**src/rtl/lsfe_pkg.sv**
```systemverilog
// Shared types, constants and colour/gain functions for the LED strip frame encoder.
package lsfe_pkg;

    typedef enum logic [3:0] {
        ST_IDLE,
        ST_FILL,
        ST_SHIFT,
        ST_SHIFT_LAST,
        ST_HEAD,
        ST_LOAD,
        ST_SCALE,
        ST_SEND,
        ST_LATCH
    } t_state;

    localparam int PIXEL_W    = 24;
    localparam int CODE_W     = 7;
    localparam int CFG_IDX_W  = 2;
    localparam int CFG_DATA_W = 10;

    typedef logic [PIXEL_W-1:0]   t_pixel;
    typedef logic [CODE_W-1:0]    t_code;
    typedef logic [CFG_IDX_W-1:0] t_cfg_idx;
    typedef logic [3:0]           t_sel;

    localparam t_cfg_idx REG_COLOUR = 2'd0;
    localparam t_cfg_idx REG_BRIGHT = 2'd1;
    localparam t_cfg_idx REG_STEP   = 2'd2;

    localparam t_sel COL_RED     = 4'd1;
    localparam t_sel COL_YELLOW  = 4'd2;
    localparam t_sel COL_GREEN   = 4'd3;
    localparam t_sel COL_CYAN    = 4'd4;
    localparam t_sel COL_BLUE    = 4'd5;
    localparam t_sel COL_MAGENTA = 4'd6;
    localparam t_sel COL_WHITE   = 4'd7;
    localparam t_sel COL_RAINBOW = 4'd8;

    localparam t_code CODE_ONE   = 7'd68;
    localparam t_code CODE_ZERO  = 7'd32;
    localparam t_code CODE_LATCH = 7'd0;

    localparam logic [4:0]  LAST_BIT   = 5'd23;
    localparam logic [4:0]  LAST_BYTE  = 5'd2;
    localparam logic [10:0] WHEEL_SPAN = 11'd765;
    localparam logic [10:0] WHEEL_TWO  = 11'd1530;

    // Q1.16 gain, tan(4.5 deg * level); levels above ten saturate at unity.
    function automatic logic [16:0] gain_of(input t_sel level);
        logic [16:0] g;
        unique case (level)
            4'd0:    g = 17'd0;
            4'd1:    g = 17'd5158;
            4'd2:    g = 17'd10380;
            4'd3:    g = 17'd15734;
            4'd4:    g = 17'd21294;
            4'd5:    g = 17'd27146;
            4'd6:    g = 17'd33392;
            4'd7:    g = 17'd40161;
            4'd8:    g = 17'd47615;
            4'd9:    g = 17'd55973;
            default: g = 17'd65536;
        endcase
        return g;
    endfunction

    // Pixels are packed G, R, B from the top byte down.
    function automatic t_pixel fill_colour(input t_sel sel);
        t_pixel px;
        unique case (sel)
            COL_RED:     px = {8'd0,   8'd255, 8'd0};
            COL_YELLOW:  px = {8'd255, 8'd255, 8'd0};
            COL_GREEN:   px = {8'd255, 8'd0,   8'd0};
            COL_CYAN:    px = {8'd255, 8'd0,   8'd255};
            COL_BLUE:    px = {8'd0,   8'd0,   8'd255};
            COL_MAGENTA: px = {8'd0,   8'd255, 8'd255};
            COL_WHITE:   px = {8'd255, 8'd255, 8'd255};
            default:     px = {8'd20,  8'd20,  8'd20};
        endcase
        return px;
    endfunction

    function automatic t_pixel wheel_colour(input logic [9:0] p);
        logic [9:0] g;
        logic [9:0] r;
        logic [9:0] b;
        if (p < 10'd255) begin
            g = 10'd254 - p;
            r = p + 10'd1;
            b = 10'd0;
        end else if (p < 10'd510) begin
            g = 10'd0;
            r = 10'd509 - p;
            b = p - 10'd254;
        end else begin
            g = p - 10'd509;
            r = 10'd0;
            b = 10'd764 - p;
        end
        return {g[7:0], r[7:0], b[7:0]};
    endfunction

    // The sum stays below three spans, so two conditional subtractions suffice.
    function automatic logic [9:0] wheel_next(input logic [9:0] p, input logic [9:0] step);
        logic [10:0] s;
        s = {1'b0, p} + {1'b0, step};
        if (s >= WHEEL_TWO) begin
            s = s - WHEEL_TWO;
        end else if (s >= WHEEL_SPAN) begin
            s = s - WHEEL_SPAN;
        end
        return s[9:0];
    endfunction

endpackage

```
**src/rtl/lsfe_ram.sv**
```systemverilog
// Generic simple dual-port RAM with one write port and a registered read port.
module lsfe_ram #(
    parameter int WIDTH = 24,
    parameter int DEPTH = 27,
    localparam int AW = (DEPTH > 1) ? $clog2(DEPTH) : 1
) (
    input  logic             i_clk,
    input  logic             i_wr_en,
    input  logic [AW-1:0]    i_wr_addr,
    input  logic [WIDTH-1:0] i_wr_data,
    input  logic             i_rd_en,
    input  logic [AW-1:0]    i_rd_addr,
    output logic [WIDTH-1:0] o_rd_data
);

    logic [WIDTH-1:0] r_mem [DEPTH];
    logic [WIDTH-1:0] r_rd_data;

    always_ff @(posedge i_clk) begin
        if (i_wr_en) begin
            r_mem[i_wr_addr] <= i_wr_data;
        end
        if (i_rd_en) begin
            r_rd_data <= r_mem[i_rd_addr];
        end
    end

    assign o_rd_data = r_rd_data;

endmodule

```
**src/rtl/led_strip_frame_encoder.sv**
```systemverilog
// Top level of the LED strip frame encoder: pixel store, frame advance and bit encoder.
//
// Input channel (i_in_valid / o_in_stall) carries one request: i_mode 0 advances the
// frame contents, i_mode 1 encodes pixel i_pixel_index. One request is worked at a time.
// A frame advance with a solid colour writes every pixel, one per cycle; a rainbow
// advance shifts the strip by one pixel through the RAM port and then writes the new
// head pixel. It produces no output.
// An encode request reads the pixel, scales G, R and B through one shared multiplier
// and then sends 24 duty codes, one per cycle while i_out_stall is low, on the output
// channel (o_out_valid / i_out_stall), MSB first. The last pixel of the strip adds a
// latch code of 0. o_last_code marks the final code of each request. The next request
// is taken only after the pixel read, the scaling and the last code are done.
// The output register holds a code while i_out_stall is high and the sequencer waits.
// Indexes at or beyond the strip length are accepted and dropped.
// Configuration writes (i_cfg_valid / o_cfg_ready, always ready) set colour select,
// brightness level and step size; they are expected only while the block is idle.
// Reset: pixels read as zero until the first frame advance, wheel position zero,
// colour select 7, brightness 1, step size 4. No clearing pass is needed.
module led_strip_frame_encoder
    import lsfe_pkg::*;
#(
    parameter int STRIP_LENGTH = 27
) (
    input  logic                  i_clk,
    input  logic                  i_rst_n,
    input  logic                  i_in_valid,
    output logic                  o_in_stall,
    input  logic [0:0]            i_mode,
    input  logic [4:0]            i_pixel_index,
    output logic                  o_out_valid,
    input  logic                  i_out_stall,
    output logic [CODE_W-1:0]     o_duty_code,
    output logic [0:0]            o_last_code,
    input  logic                  i_cfg_valid,
    output logic                  o_cfg_ready,
    input  logic [CFG_IDX_W-1:0]  i_cfg_index,
    input  logic [CFG_DATA_W-1:0] i_cfg_data
);

    localparam int AW = (STRIP_LENGTH > 1) ? $clog2(STRIP_LENGTH) : 1;
    localparam logic [8:0]    LEN9        = 9'(STRIP_LENGTH);
    localparam logic [AW-1:0] LAST_ADDR   = AW'(STRIP_LENGTH - 1);
    localparam logic [AW-1:0] SHIFT_START = AW'((STRIP_LENGTH > 1) ? STRIP_LENGTH - 2 : 0);

    t_state        r_state, n_state;
    logic [AW-1:0] r_cnt, n_cnt;
    logic          r_pend, n_pend;
    logic [4:0]    r_sub, n_sub;
    t_pixel        r_pixel, n_pixel;
    t_pixel        r_word, n_word;
    logic [16:0]   r_gain, n_gain;
    logic          r_last_px, n_last_px;
    logic          r_mem_init, n_mem_init;
    logic [9:0]    r_wheel, n_wheel;
    t_sel          r_colour;
    t_sel          r_bright;
    logic [9:0]    r_step;
    logic          r_out_valid, n_out_valid;
    t_code         r_duty, n_duty;
    logic          r_last, n_last;

    logic          w_accept;
    logic          w_in_range;
    logic [8:0]    w_idx9;
    logic          w_free;
    logic          w_wr_en;
    logic [AW-1:0] w_wr_addr;
    t_pixel        w_wr_data;
    logic          w_rd_en;
    logic [AW-1:0] w_rd_addr;
    t_pixel        w_rd_data;
    t_pixel        w_rd_pixel;
    logic [24:0]   w_prod;

    lsfe_ram #(
        .WIDTH(PIXEL_W),
        .DEPTH(STRIP_LENGTH)
    ) u_pixel_ram (
        .i_clk    (i_clk),
        .i_wr_en  (w_wr_en),
        .i_wr_addr(w_wr_addr),
        .i_wr_data(w_wr_data),
        .i_rd_en  (w_rd_en),
        .i_rd_addr(w_rd_addr),
        .o_rd_data(w_rd_data)
    );

    assign o_in_stall = (r_state != ST_IDLE);
    assign w_accept   = i_in_valid && !o_in_stall;
    assign w_idx9     = {4'd0, i_pixel_index};
    assign w_in_range = (w_idx9 < LEN9);
    assign w_free     = !r_out_valid || !i_out_stall;
    // Entries never written since reset hold garbage; they read as zero until the
    // first frame advance has rewritten the whole store.
    assign w_rd_pixel = r_mem_init ? w_rd_data : '0;
    assign w_prod     = 25'(r_pixel[23:16]) * 25'(r_gain);

    assign o_out_valid = r_out_valid;
    assign o_duty_code = r_duty;
    assign o_last_code = r_last;
    assign o_cfg_ready = 1'b1;

    always_comb begin
        n_state = r_state;
        unique case (r_state)
            ST_IDLE: begin
                if (w_accept) begin
                    if (i_mode == 1'b0) begin
                        if (r_colour == COL_RAINBOW) begin
                            n_state = (STRIP_LENGTH > 1) ? ST_SHIFT : ST_HEAD;
                        end else begin
                            n_state = ST_FILL;
                        end
                    end else if (w_in_range) begin
                        n_state = ST_LOAD;
                    end
                end
            end
            ST_FILL: begin
                if (r_cnt == LAST_ADDR) begin
                    n_state = ST_IDLE;
                end
            end
            ST_SHIFT: begin
                if (r_cnt == '0) begin
                    n_state = ST_SHIFT_LAST;
                end
            end
            ST_SHIFT_LAST: n_state = ST_HEAD;
            ST_HEAD:       n_state = ST_IDLE;
            ST_LOAD:       n_state = ST_SCALE;
            ST_SCALE: begin
                if (r_sub == LAST_BYTE) begin
                    n_state = ST_SEND;
                end
            end
            ST_SEND: begin
                if (w_free && (r_sub == LAST_BIT)) begin
                    n_state = r_last_px ? ST_LATCH : ST_IDLE;
                end
            end
            ST_LATCH: begin
                if (w_free) begin
                    n_state = ST_IDLE;
                end
            end
            default: n_state = ST_IDLE;
        endcase
    end

    always_comb begin
        n_cnt       = r_cnt;
        n_pend      = r_pend;
        n_sub       = r_sub;
        n_pixel     = r_pixel;
        n_word      = r_word;
        n_gain      = r_gain;
        n_last_px   = r_last_px;
        n_mem_init  = r_mem_init;
        n_wheel     = r_wheel;
        n_out_valid = r_out_valid && i_out_stall;
        n_duty      = r_duty;
        n_last      = r_last;
        w_wr_en     = 1'b0;
        w_wr_addr   = r_cnt;
        w_wr_data   = fill_colour(r_colour);
        w_rd_en     = 1'b0;
        w_rd_addr   = r_cnt;
        unique case (r_state)
            ST_IDLE: begin
                n_cnt  = (r_colour == COL_RAINBOW) ? SHIFT_START : '0;
                n_pend = 1'b0;
                n_sub  = '0;
                n_gain = gain_of(r_bright);
                n_last_px = (w_idx9 == LEN9 - 9'd1);
                if (w_accept && (i_mode == 1'b1) && w_in_range) begin
                    w_rd_en   = 1'b1;
                    w_rd_addr = w_idx9[AW-1:0];
                end
            end
            ST_FILL: begin
                w_wr_en = 1'b1;
                n_cnt   = r_cnt + AW'(1);
                if (r_cnt == LAST_ADDR) begin
                    n_mem_init = 1'b1;
                end
            end
            ST_SHIFT: begin
                // Walk downward: read entry k while the entry read last cycle lands at k+2.
                w_rd_en   = 1'b1;
                w_wr_en   = r_pend;
                w_wr_addr = r_cnt + AW'(2);
                w_wr_data = w_rd_pixel;
                n_pend    = 1'b1;
                n_cnt     = r_cnt - AW'(1);
            end
            ST_SHIFT_LAST: begin
                w_wr_en   = 1'b1;
                w_wr_addr = AW'(1);
                w_wr_data = w_rd_pixel;
            end
            ST_HEAD: begin
                w_wr_en    = 1'b1;
                w_wr_addr  = '0;
                w_wr_data  = wheel_colour(r_wheel);
                n_wheel    = wheel_next(r_wheel, r_step);
                n_mem_init = 1'b1;
            end
            ST_LOAD: begin
                n_pixel = w_rd_pixel;
            end
            ST_SCALE: begin
                n_word  = {r_word[15:0], w_prod[23:16]};
                n_pixel = {r_pixel[15:0], 8'd0};
                n_sub   = (r_sub == LAST_BYTE) ? 5'd0 : r_sub + 5'd1;
            end
            ST_SEND: begin
                if (w_free) begin
                    n_out_valid = 1'b1;
                    n_duty      = r_word[23] ? CODE_ONE : CODE_ZERO;
                    n_last      = (r_sub == LAST_BIT) && !r_last_px;
                    n_word      = {r_word[22:0], 1'b0};
                    n_sub       = r_sub + 5'd1;
                end
            end
            ST_LATCH: begin
                if (w_free) begin
                    n_out_valid = 1'b1;
                    n_duty      = CODE_LATCH;
                    n_last      = 1'b1;
                end
            end
            default: begin
            end
        endcase
    end

    always_ff @(posedge i_clk) begin
        if (!i_rst_n) begin
            r_state     <= ST_IDLE;
            r_mem_init  <= 1'b0;
            r_wheel     <= '0;
            r_out_valid <= 1'b0;
            r_colour    <= COL_WHITE;
            r_bright    <= 4'd1;
            r_step      <= 10'd4;
        end else begin
            r_state     <= n_state;
            r_mem_init  <= n_mem_init;
            r_wheel     <= n_wheel;
            r_out_valid <= n_out_valid;
            if (i_cfg_valid && o_cfg_ready) begin
                unique case (i_cfg_index)
                    REG_COLOUR: r_colour <= i_cfg_data[3:0];
                    REG_BRIGHT: r_bright <= i_cfg_data[3:0];
                    REG_STEP:   r_step   <= i_cfg_data;
                    default: begin
                    end
                endcase
            end
        end
    end

    always_ff @(posedge i_clk) begin
        r_cnt     <= n_cnt;
        r_pend    <= n_pend;
        r_sub     <= n_sub;
        r_pixel   <= n_pixel;
        r_word    <= n_word;
        r_gain    <= n_gain;
        r_last_px <= n_last_px;
        r_duty    <= n_duty;
        r_last    <= n_last;
    end

    a_no_write_idle: assert property (@(posedge i_clk) disable iff (!i_rst_n)
        (r_state == ST_IDLE) |-> !w_wr_en)
        else $error("pixel RAM written while idle");

    a_wheel_range: assert property (@(posedge i_clk) disable iff (!i_rst_n)
        r_wheel < WHEEL_SPAN[9:0])
        else $error("wheel position out of range");

    a_code_legal: assert property (@(posedge i_clk) disable iff (!i_rst_n)
        o_out_valid |-> (o_duty_code == CODE_ONE || o_duty_code == CODE_ZERO
                         || o_duty_code == CODE_LATCH))
        else $error("illegal duty code");

    a_latch_last: assert property (@(posedge i_clk) disable iff (!i_rst_n)
        (o_out_valid && o_duty_code == CODE_LATCH) |-> o_last_code)
        else $error("latch code not marked last");

    a_encode_starts: assert property (@(posedge i_clk) disable iff (!i_rst_n)
        (w_accept && i_mode == 1'b1 && w_in_range) |=> (r_state == ST_LOAD))
        else $error("encode request did not start a pixel read");

endmodule
```
**config.mk**
```make
export PLATFORM = sky130hd
export DESIGN_NAME = led_strip_frame_encoder
export DESIGN_NICKNAME = d
export VERILOG_FILES = /design/src/rtl/lsfe_pkg.sv /design/src/rtl/lsfe_ram.sv /design/src/rtl/led_strip_frame_encoder.sv
export SDC_FILE = /design/constraint.sdc
export NUM_CORES = 1
export LEC_CHECK = 0
export BUFFER_PORTS_ARGS = -buffer_cell sky130_fd_sc_hd__buf_2
export CORE_ASPECT_RATIO = 0.75
export CORE_MARGIN = 10
export CORE_UTILIZATION = 40
export DETAILED_ROUTE_END_ITERATION = 7
export GPL_TIMING_DRIVEN = 0
export PLACE_DENSITY = 0.54
export SLEW_MARGIN = 30
export SYNTH_ARGS = -nofsm -noshare
export SYNTH_HDL_FRONTEND = slang
export SYNTH_SLANG_ARGS = --single-unit
export TNS_END_PERCENT = 5
```
**constraint.sdc**
```tcl
create_clock -name i_clk -period 5.7 [get_ports i_clk]
set_clock_uncertainty 0.2 [all_clocks]
set_input_delay 0.57 -clock i_clk [delete_from_list [all_inputs] [get_ports i_clk]]
set_output_delay 0.57 -clock i_clk [all_outputs]
set_load 0.1 [all_outputs]
```
# Word level (Yosys, flattened, before mapping)
# Memory sizes are Yosys's and may differ from the RTL's. A register that Yosys moved wholly into a read port is not among the register bits.
# Cells that the tools add are included.
[totals]
register_bits = 102
ram_bits = 648
romBits = 272
in_bits = 23
output_inout_bits = 11
elab_cells = 149
memories = 2
[mem_list]
columns = ["name", "depth", "word_bits", "read_ports", "rd_ports_with_merged_regs", "write_ports", "line_no", "source"]
rows = [
  ["u_pixel_ram.r_mem", 27, 24, 1, 1, 1, "lsfe_ram.sv:16", "logic [WIDTH-1:0] r_mem [DEPTH];"],
  ["(name not given)", 16, 17, 1, 1, 0, "lsfe_pkg.sv:51", "unique case (level)"],
]
[classes]
n_addsub = 13
multipliers = 1
order_cmp = 5
n_eq_ne = 30
n_mux = 50
reduce_logical = 33
[ops]
columns = ["operator", "count"]
rows = [
  ["one-hot mux 24 bit (7 select lines)", 1],
  ["one-hot mux 24 bit (2 select lines)", 3],
  ["two-way mux 24 bit", 2],
  ["two-way mux 8 bit", 6],
  ["one-hot mux 5 bit (3 select lines)", 3],
  ["two-way mux 4 bit", 9],
  ["equality test 4 x 3 -> 1 bit (second input constant)", 8],
  ["one-hot mux 4 bit (8 select lines)", 1],
  ["two-way mux 5 bit", 5],
  ["multiplier 8 x 17 -> 24 bit", 1],
  ["subtractor 8 bit (first input constant)", 3],
  ["two-way mux 7 bit", 3],
  ["two-way mux 10 bit", 2],
  ["equality test 4 x 2 -> 1 bit (second input constant)", 4],
  ["subtractor 8 bit (second input constant)", 2],
  ["equality test 5 bit (second input constant)", 3],
  ["inequality test 2 bit (second input constant)", 7],
  ["one-hot mux 7 bit (2 select lines)", 1],
  ["AND reduction 2 bit", 6],
  ["adder 10 x 10 -> 11 bit", 1],
  ["greater-or-equal comparator 11 x 10 -> 1 bit (second input constant)", 1],
  ["greater-or-equal comparator 11 bit (second input constant)", 1],
  ["adder 5 x 1 -> 5 bit (second input constant)", 2],
  ["less-than comparator 10 x 8 -> 1 bit (second input constant)", 1],
  ["29 further kinds", 56],
]

# Depth between registers and ports, before layout
# Gate-level depths: netlist (run 1).
[depth]
ltp_word = 7
ltp_mapped = 20
mapped_depth_nobuf = 19

# By module
# From an unflattened synthesis (run 1), not the netlist that was laid out.
[unflattened]
hier_cells = 2267
area_unflattened_um2 = 36686.4
[modules_own_cells]
columns = ["module", "n_inst", "cells_per_inst", "area_per_inst_um2", "seq_area_each_um2"]
rows = [
  ["lsfe_ram", 1, 1000, 25464.4, 20179.4],
  ["led_strip_frame_encoder", 1, 1267, 11222.0, 3083.0],
]

# Worst setup path after synthesis (run 1)
# OpenSTA, ideal clock, no wires.
[synth_timing]
path_type = "register to register"
startpoint = "register r_pixel[23]"
endpoint = "register r_word[7], data pin"
setup_time_ns = 0.269
arrival_time_ns = 4.790
required_time_ns = 5.231
setup_slack_ns = 0.441
path_stages_with_launch = 20
path_buffers = 1
period_less_slack_ns = 5.259
cell_sequence = "edfxtp_1 -> clkbuf_1 -> nand2_1 -> fa_1 -> fa_1 -> inv_1 -> fa_1 -> inv_1 -> fa_1 -> inv_1 -> ha_1 -> a21oi_1 -> o21ai_0 -> a21oi_1 -> a21oi_1 -> a41o_1 -> o41ai_1 -> o21ai_0 -> xnor2_1 -> o21ai_0"
[synth_between]
elab_chain_len = 2
[synth_rtl]
columns = ["element", "line_no", "source"]
rows = [
  ["from (decl)", "led_strip_frame_encoder.sv:49", "t_pixel r_pixel, n_pixel;"],
  ["from (signal assigned)", "led_strip_frame_encoder.sv:268", "r_pixel <= n_pixel;"],
  ["multiplier 8 x 17 -> 24 bit", "led_strip_frame_encoder.sv:96", "assign w_prod = 25'(r_pixel[23:16]) * 25'(r_gain);"],
  ["one-hot mux 24 bit (2 select lines)", "led_strip_frame_encoder.sv:169", "unique case (r_state)"],
  ["named net n_word[7]", "led_strip_frame_encoder.sv:50", "t_pixel r_word, n_word;"],
  ["to (signal assigned)", "led_strip_frame_encoder.sv:269", "r_word <= n_word;"],
  ["to (decl)", "led_strip_frame_encoder.sv:50", ""],
]
# The timed path passes the listed nets, and every way through them passes these cells.
# A chain may end at the register's enable or synchronous reset.

# Final worst setup path (run 1)
[layout_timing]
startpoint = "register r_pixel[22]"
endpoint = "register r_word[7], data pin"
# The elaborated chain is that of the path after synthesis.

==> results of run 1 <==
==> flip-flops by register name, indices dropped and copies added (netlist names), 2 cells and up <==
| signal | count |
|---|---|
| u_pixel_ram.r_mem | 648 |
| r_pixel | 24 |
| r_word | 24 |
| u_pixel_ram.o_rd_data | 24 |
| r_gain | 17 |
| r_step | 10 |
| r_wheel | 10 |
| r_cnt | 5 |
| r_sub | 5 |
| r_bright | 4 |
| r_colour | 4 |
| r_state | 4 |
| o_duty_code | 2 |
==> cell type report <==
class | count | share of cell area
clock buffer | 102 | 0.04893
buffer | 197 | 0.02080
multi-input combinational | 2186 | 0.3090
tap | 1237 | 0.03525
clock inverter | 40 | 0.01049
sequential | 786 | 0.5298
inverter | 123 | 0.01052
timing repair buffer | 105 | 0.03505
antenna | 3 | 0.0001710
==> per-stage QoR <==
stage | hold WS, ns | util | cells | setup slack (ns)
2_1_floorplan | 0.2488 | - | 3292 | 0.4409
3_3_place_gp | 0.3003 | 0.4207 | 4557 | -1.238
3_5_place_dp | 0.3013 | 0.4390 | 4610 | -0.5945
4_1_cts | 0.004812 | 0.4688 | 4766 | 0.008144
5_1_grt | 0.02875 | 0.4704 | 4776 | -0.005919
6_report | 0.03148 | 0.4704 | 4779 | 0.1981
==> layer usage <==
layer  global-route usage  wire [µm]
met1               0.3222      53770
met2               0.2902      45820
met3              0.04738      10710
met4              0.04335       2207
met5                    0          0
==> tightest hold or removal path: stages <==
cell and delay (ns):
buf_2 0.13, mux2i_1 0.08, nand2_1 0.06
==> cells by family (layout without fill, tap and decap cells) <==
logic type | count (synthesis) | in the layout
buffers and inverters | 320 | 567
other | 2 | 8
multiplexers | 35 | 35
XOR/XNOR | 40 | 40
flip-flops | 786 | 786
AND/OR/NAND/NOR | 1526 | 1526
adder cells (fa/ha/maj) | 163 | 163
AO/OA/AOI/OAI | 417 | 417
==> cell usage after synthesis (9+ instances only) <==
cell type / instances
edfxtp_1: 752
xnor2_1: 24
a311oi_1: 28
and3_1: 27
a21o_1: 9
nand2b_1: 11
o221ai_1: 12
mux2i_1: 28
inv_1: 122
dfxtp_1: 34
buf_1: 14
a311o_1: 49
a31oi_1: 21
ha_1: 73
nor3_1: 15
and2_1: 113
buf_2: 59
nand3_1: 362
o31ai_1: 14
xor2_1: 16
fa_1: 90
clkbuf_1: 112
nor2_1: 109
a21oi_1: 141
o21ai_0: 81
nand2_1: 836
==> path summary, 6_finish.rpt <==
kind                end  slack [ns]           from
max           r_word[7]        0.20    r_pixel[22]
min           r_step[2]        0.03  i_cfg_data[2]
max reg2reg   r_word[7]        0.20    r_pixel[22]
min reg2reg  r_word[17]        0.31     r_word[16]
==> repair_timing <==
action,in CTS,in global routing
buffers inserted,6,9
cloned,0,1
hold buffers,8,0
endpoints found under the hold margin,9,0
pin swaps,0,11
gates resized for setup,12,25
setup endpoints to repair,5,3
==> summary.txt, run 1 <==
Worst setup path category: reg2reg
Synth-to-layout area growth: 16.88%
Yosys Warn Count: 0
DRT antenna net count: 0
#FFs+latches synth: 786
Placer Congestion: 0.9254
Port bufs: 28
Top cell type by total area after synthesis: edfxtp_1
Synth area leaders: edfxtp_1 60%, nand2_1 8.4%, nand3_1 4.8%, fa_1 4.8%, ha_1 2.4%
Starting Density: 0.4025
GRT Residual Overflow: 0
Critical Path RT: 5.84 ns
Slew @ Worst Pin: 1.040 ns
Critical Path Start Type: flop
# IOs: 34
Total wire length: 112500 µm
Post-synth cell types: 82
Worst-path cell chain: buf_4, buf_4, and2_1, fa_1, fa_2, fa_1, inv_1, fa_1, inv_1, ha_1, and4_1, a31oi_2, a21oi_4, a41o_4, o41ai_4, o21ai_1, xnor2_1, o21ai_1
Rel. slew slack: 0.3064
Drt wl/cell: 23.54 µm
Post-route cell area: 43910 µm²
Layout cells sized above 1: 0.1060
DR DRC count: 0
Hold Path Cell Cnt: 3
Cell Area, Placed: 40970 µm²
Cells after Synth: 3289
Most frequent CP cell: fa_1
Simple logic cell fraction of the synthesized area: 0.1801
Fillers: 8450
Synth Area in Adders: 0.07228
CTS Buf Count: 80
Vias in the first global route: 25010
Tcrit/Tclk final: 0.9652
Async set-reset flop share out of synthesis: 0
Starting DRT DRC Count: 3255
Commonest non-fill, non-tap cell in the layout: nand2_1
# rows: 97
Synth Area in Compound Gates: 0.07354
Largest net degree at the start of global routing: 28
Via/cell ratio: 5.480
Mux contribution to synthesized area: 0.009626
Sequential share of the synthesized area: 0.6192
Slew Limit Fails: 0
Commonest non-fill, non-tap cells in the layout: 834 x nand2_1, 752 x edfxtp_1, 362 x nand3_1, 138 x a21oi_1
Antenna violations before repair: 6
Worst-path clk slew: 0.06 ns
Synthesized area: 37570 µm²
CP peak stage delay: 0.57 ns
1st-pass router iterations: 6
GRT Overall Usage: 0.2074
Worst path slowest cell: fa_1
Total number of vias: 26190
Core area: 93330 µm²
CTS root buf: clkbuf_16
WP data arrival: 5.64 ns
Die footprint: 106700 µm²
Crit end category: flop
Largest family of logic cells by synthesized area: simple AND/OR/NAND/NOR gates
Synth Flop Type: edfxtp_1
Die width: 373.9 µm
Average size of a mapped cell: 11.42 µm²
Max Cap Viol: 0
TritonCTS clock tree: done
Area share of the largest cell type after synthesis: 0.6011
Final Hold Viols: 0
R2R cell count: 18
CTS Buffer Depth: 3
WP buf/inv: 4
Crit path time final: 5.502 ns
Number of synthesized flops with an enable pin: 752
Status: completed
Area of the multi-input gates: 13570 µm²
First-pass GRT wire length: 167200 µm
Highest clock rate: 0.1818 GHz
Final TNS setup: 0 ns
Final net count: 3665
Critical path fanouts, max: 5
Critical path depth: 18
Worst-skew pair later-pin latency: 0.64 ns
Post-DP HPWL: 81780 µm
Die Ht: 285.4 µm
Setup violators final: 0
Area share of xor/xnor cells in the synthesized design: 0.009326
Hold WC Path Type: in2reg
Clock tree sinks: 786
FF/Latch Area: 23260 µm²
Critical path's top delay family: adder cells
# H-tree levels: 3
Power of run 1 is left out: the tool's default activity adds up to more than one toggle a clock period on the data nets, which glitch-free logic cannot reach.
==> run 2, diff against run 1 <==
ABC_AREA = 1   (was default)
==> run 2 against run 1 <==
Compared with the run above: global-route usage rose by 0.97 points; sequential share of layout area is 1.4 points lower; cell count is 11% higher; critical endpoint unchanged; largest cell class unchanged.
==> summary.txt, run 2 <==
Status: completed
# rows: 98
Tcrit/Tclk final: 0.9486
CP peak stage delay: 0.55 ns
Commonest non-fill, non-tap cells in the layout: 752 x edfxtp_1, 728 x nand2_1, 514 x inv_1, 398 x o21ai_0, 238 x nand3_1
Area share of the largest cell type after synthesis: 0.5811
Largest Register: u_pixel_ram.r_mem
Core area: 95890 µm²
Post-synth cell types: 55
CTS Buf Count: 80
Critical path fanouts, max: 10
Cells after Synth: 3730
Worst path slowest cell: edfxtp_1
Critical Path RT: 5.90 ns
Clock tree sinks: 786
Met3 usage in global routing: 0.05442
Crit path time final: 5.407 ns
Total wire length: 123300 µm
Worst-skew pair later-pin latency: 0.69 ns
Synth top cells by count: 752 x edfxtp_1, 729 x nand2_1, 515 x inv_1
Critical path's top delay family: adder cells
Number of synthesized flops with an enable pin: 752
Largest net degree at the start of global routing: 26
# IOs: 34
Worst setup path category: reg2reg
Highest clock rate: 0.1849 GHz
Drt wl/cell: 23.18 µm
Slew Limit Fails: 0
Sequential share of the synthesized area: 0.5986
Max FFs per register: 648
Starting Density: 0.4053
1st-pass router iterations: 6
WP data arrival: 5.61 ns
Final Hold Viols: 0
Setup violators final: 0
Worst-path cell chain: clkbuf_2, nand2_1, inv_1, fa_1, inv_1, fa_1, inv_1, fa_1, inv_1, fa_1, inv_1, ha_1, a21oi_1, a21boi_0, o221ai_1, a21oi_1, nand2_1, or2_2, nand3_1, o21ai_0
Yosys Warn Count: 0
Setup WS post-layout: 0.2929 ns
Synth-to-layout area growth: 15.96%
Top cell type by total area after synthesis: edfxtp_1
Layer with the highest usage: met1
Placer Congestion: 0.9156
Vias in the first global route: 26730
Crit end category: flop
Layout cells sized above 1: 0.1068
CTS Buffer Depth: 3
# H-tree levels: 3
TritonCTS clock tree: done
Synth Flop Type: edfxtp_1
Port bufs: 28
Final net count: 4135
GRT Residual Overflow: 0
Most frequent CP cell: inv_1
#FFs+latches synth: 786
Pre-CTS setup slack: -0.1718 ns
Via/cell ratio: 5.330
Die footprint: 110100 µm²
DR DRC count: 0
Slew @ Worst Pin: 1.068 ns
GRT met1 Usage: 0.3349
Top-count cell post-synth: edfxtp_1
CTS root buf: clkbuf_16
DRT antenna net count: 0
Post-route cell area: 45060 µm²
Die Ht: 289.9 µm
WP buf/inv: 6
Critical Path Start Type: flop
Starting DRT DRC Count: 3527
Synthesized area: 38860 µm²
Global Route met2 Usage: 0.2999
GRT Overall Usage: 0.2170
Fillers: 8811
Worst-path clk slew: 0.07 ns
Die width: 379.9 µm
Average size of a mapped cell: 10.42 µm²
Commonest non-fill, non-tap cell in the layout: edfxtp_1
Hold WC Path Type: in2reg
Max Cap Viol: 0
Post-DP HPWL: 88680 µm
Rel. slew slack: 0.2883
First-pass GRT wire length: 180200 µm
Total number of vias: 28350
Antenna violations before repair: 1
RSZ-0062 raised after global routing: no
Async set-reset flop share out of synthesis: 0
Synth area leaders: edfxtp_1 58%, nand2_1 7.0%, o21ai_0 5.2%, inv_1 5.0%, fa_1 4.6%
Cell Area, Placed: 42390 µm²
## run 2: cell count changes in the layout (fill, tap and decap cells not counted), sizes merged, moves of 29 or more
cell | previous run | this run
nand3 | 362 | 238
nor2 | 110 | 233
nand2 | 836 | 738
a311o | 49 | 0
o211ai | 4 | 151
o21ai | 83 | 462
inv | 126 | 528
mux2i | 29 | 0
a21oi | 141 | 66
and2 | 115 | 0
## run 2: worst paths after layout
check                                     from           to  slack (ns)  depth (start not counted)
worst min register to register       r_step[8]    r_step[8]        0.27                          2
worst max-delay path               r_pixel[21]    r_word[7]        0.29                         20
worst min-delay path            i_cfg_index[1]  r_bright[0]        0.07                          3
worst max register to register     r_pixel[21]    r_word[7]        0.29                         20
## run 2: per-stage QoR
stage	setup TNS, ns	utilization	instances	hold slack, ns
CTS	0	0.4696	5316	0.03224
detailed placement	-0.1750	0.4421	5157	0.2641
floorplan	0	-	3733	0.2460
global route	0	0.4699	5315	0.1011
finish	0	0.4700	5319	0.07210
global placement	-532.66	0.4238	5061	0.2607
## run 2: worst register-to-register path, stage by stage (launching register included)
cell and delay [ns]:
edfxtp_1 0.55, clkbuf_2 0.28, nand2_1 0.11, inv_1 0.06, fa_1 0.47, inv_1 0.05, fa_1 0.52, inv_1 0.05
fa_1 0.53, inv_1 0.05, fa_1 0.53, inv_1 0.04, ha_1 0.36, a21oi_1 0.23, a21boi_0 0.30, o221ai_1 0.16
a21oi_1 0.13, nand2_1 0.11, or2_2 0.29, nand3_1 0.06, o21ai_0 0.08
## run 2: cells by family after synthesis
logic type / share of synthesized area
flip-flops: 0.5986
other: 0.0001933
XOR/XNOR: 0.009241
AND/OR/NAND/NOR: 0.1329
adder cells (fa/ha/maj): 0.06987
buffers and inverters: 0.07441
AO/OA/AOI/OAI: 0.1148
## run 2: cell type report
cell class	instances	area, µm²	area share
diodes	4	10.01	0.0002221
plain buffers	193	899.6	0.01996
clock buffers	98	2091	0.04640
clock inverters	50	439.2	0.009746
inverters	528	1984	0.04404
multi-input cells	2220	13130	0.2914
flip-flops and latches	786	23260	0.5162
well taps	1300	1627	0.03610
repair buffers	140	1618	0.03590
## run 2: metal layers
layer  vias to the layer above  wire length [µm]
met2                      1310             49410
met3                       150             13000
met4                         0              2733
met5                         -                 0
met1                     13740             58150
li1                      13150                 -
## run 2: what timing repair did
action	in CTS	in global routing
pin swaps	0	0
gates resized for setup	3	6
buffers inserted	0	5
endpoints found under the setup margin	1	7
hold buffers	11	0
hold endpoints to repair	16	0
Power of run 2 is left out for the same reason.
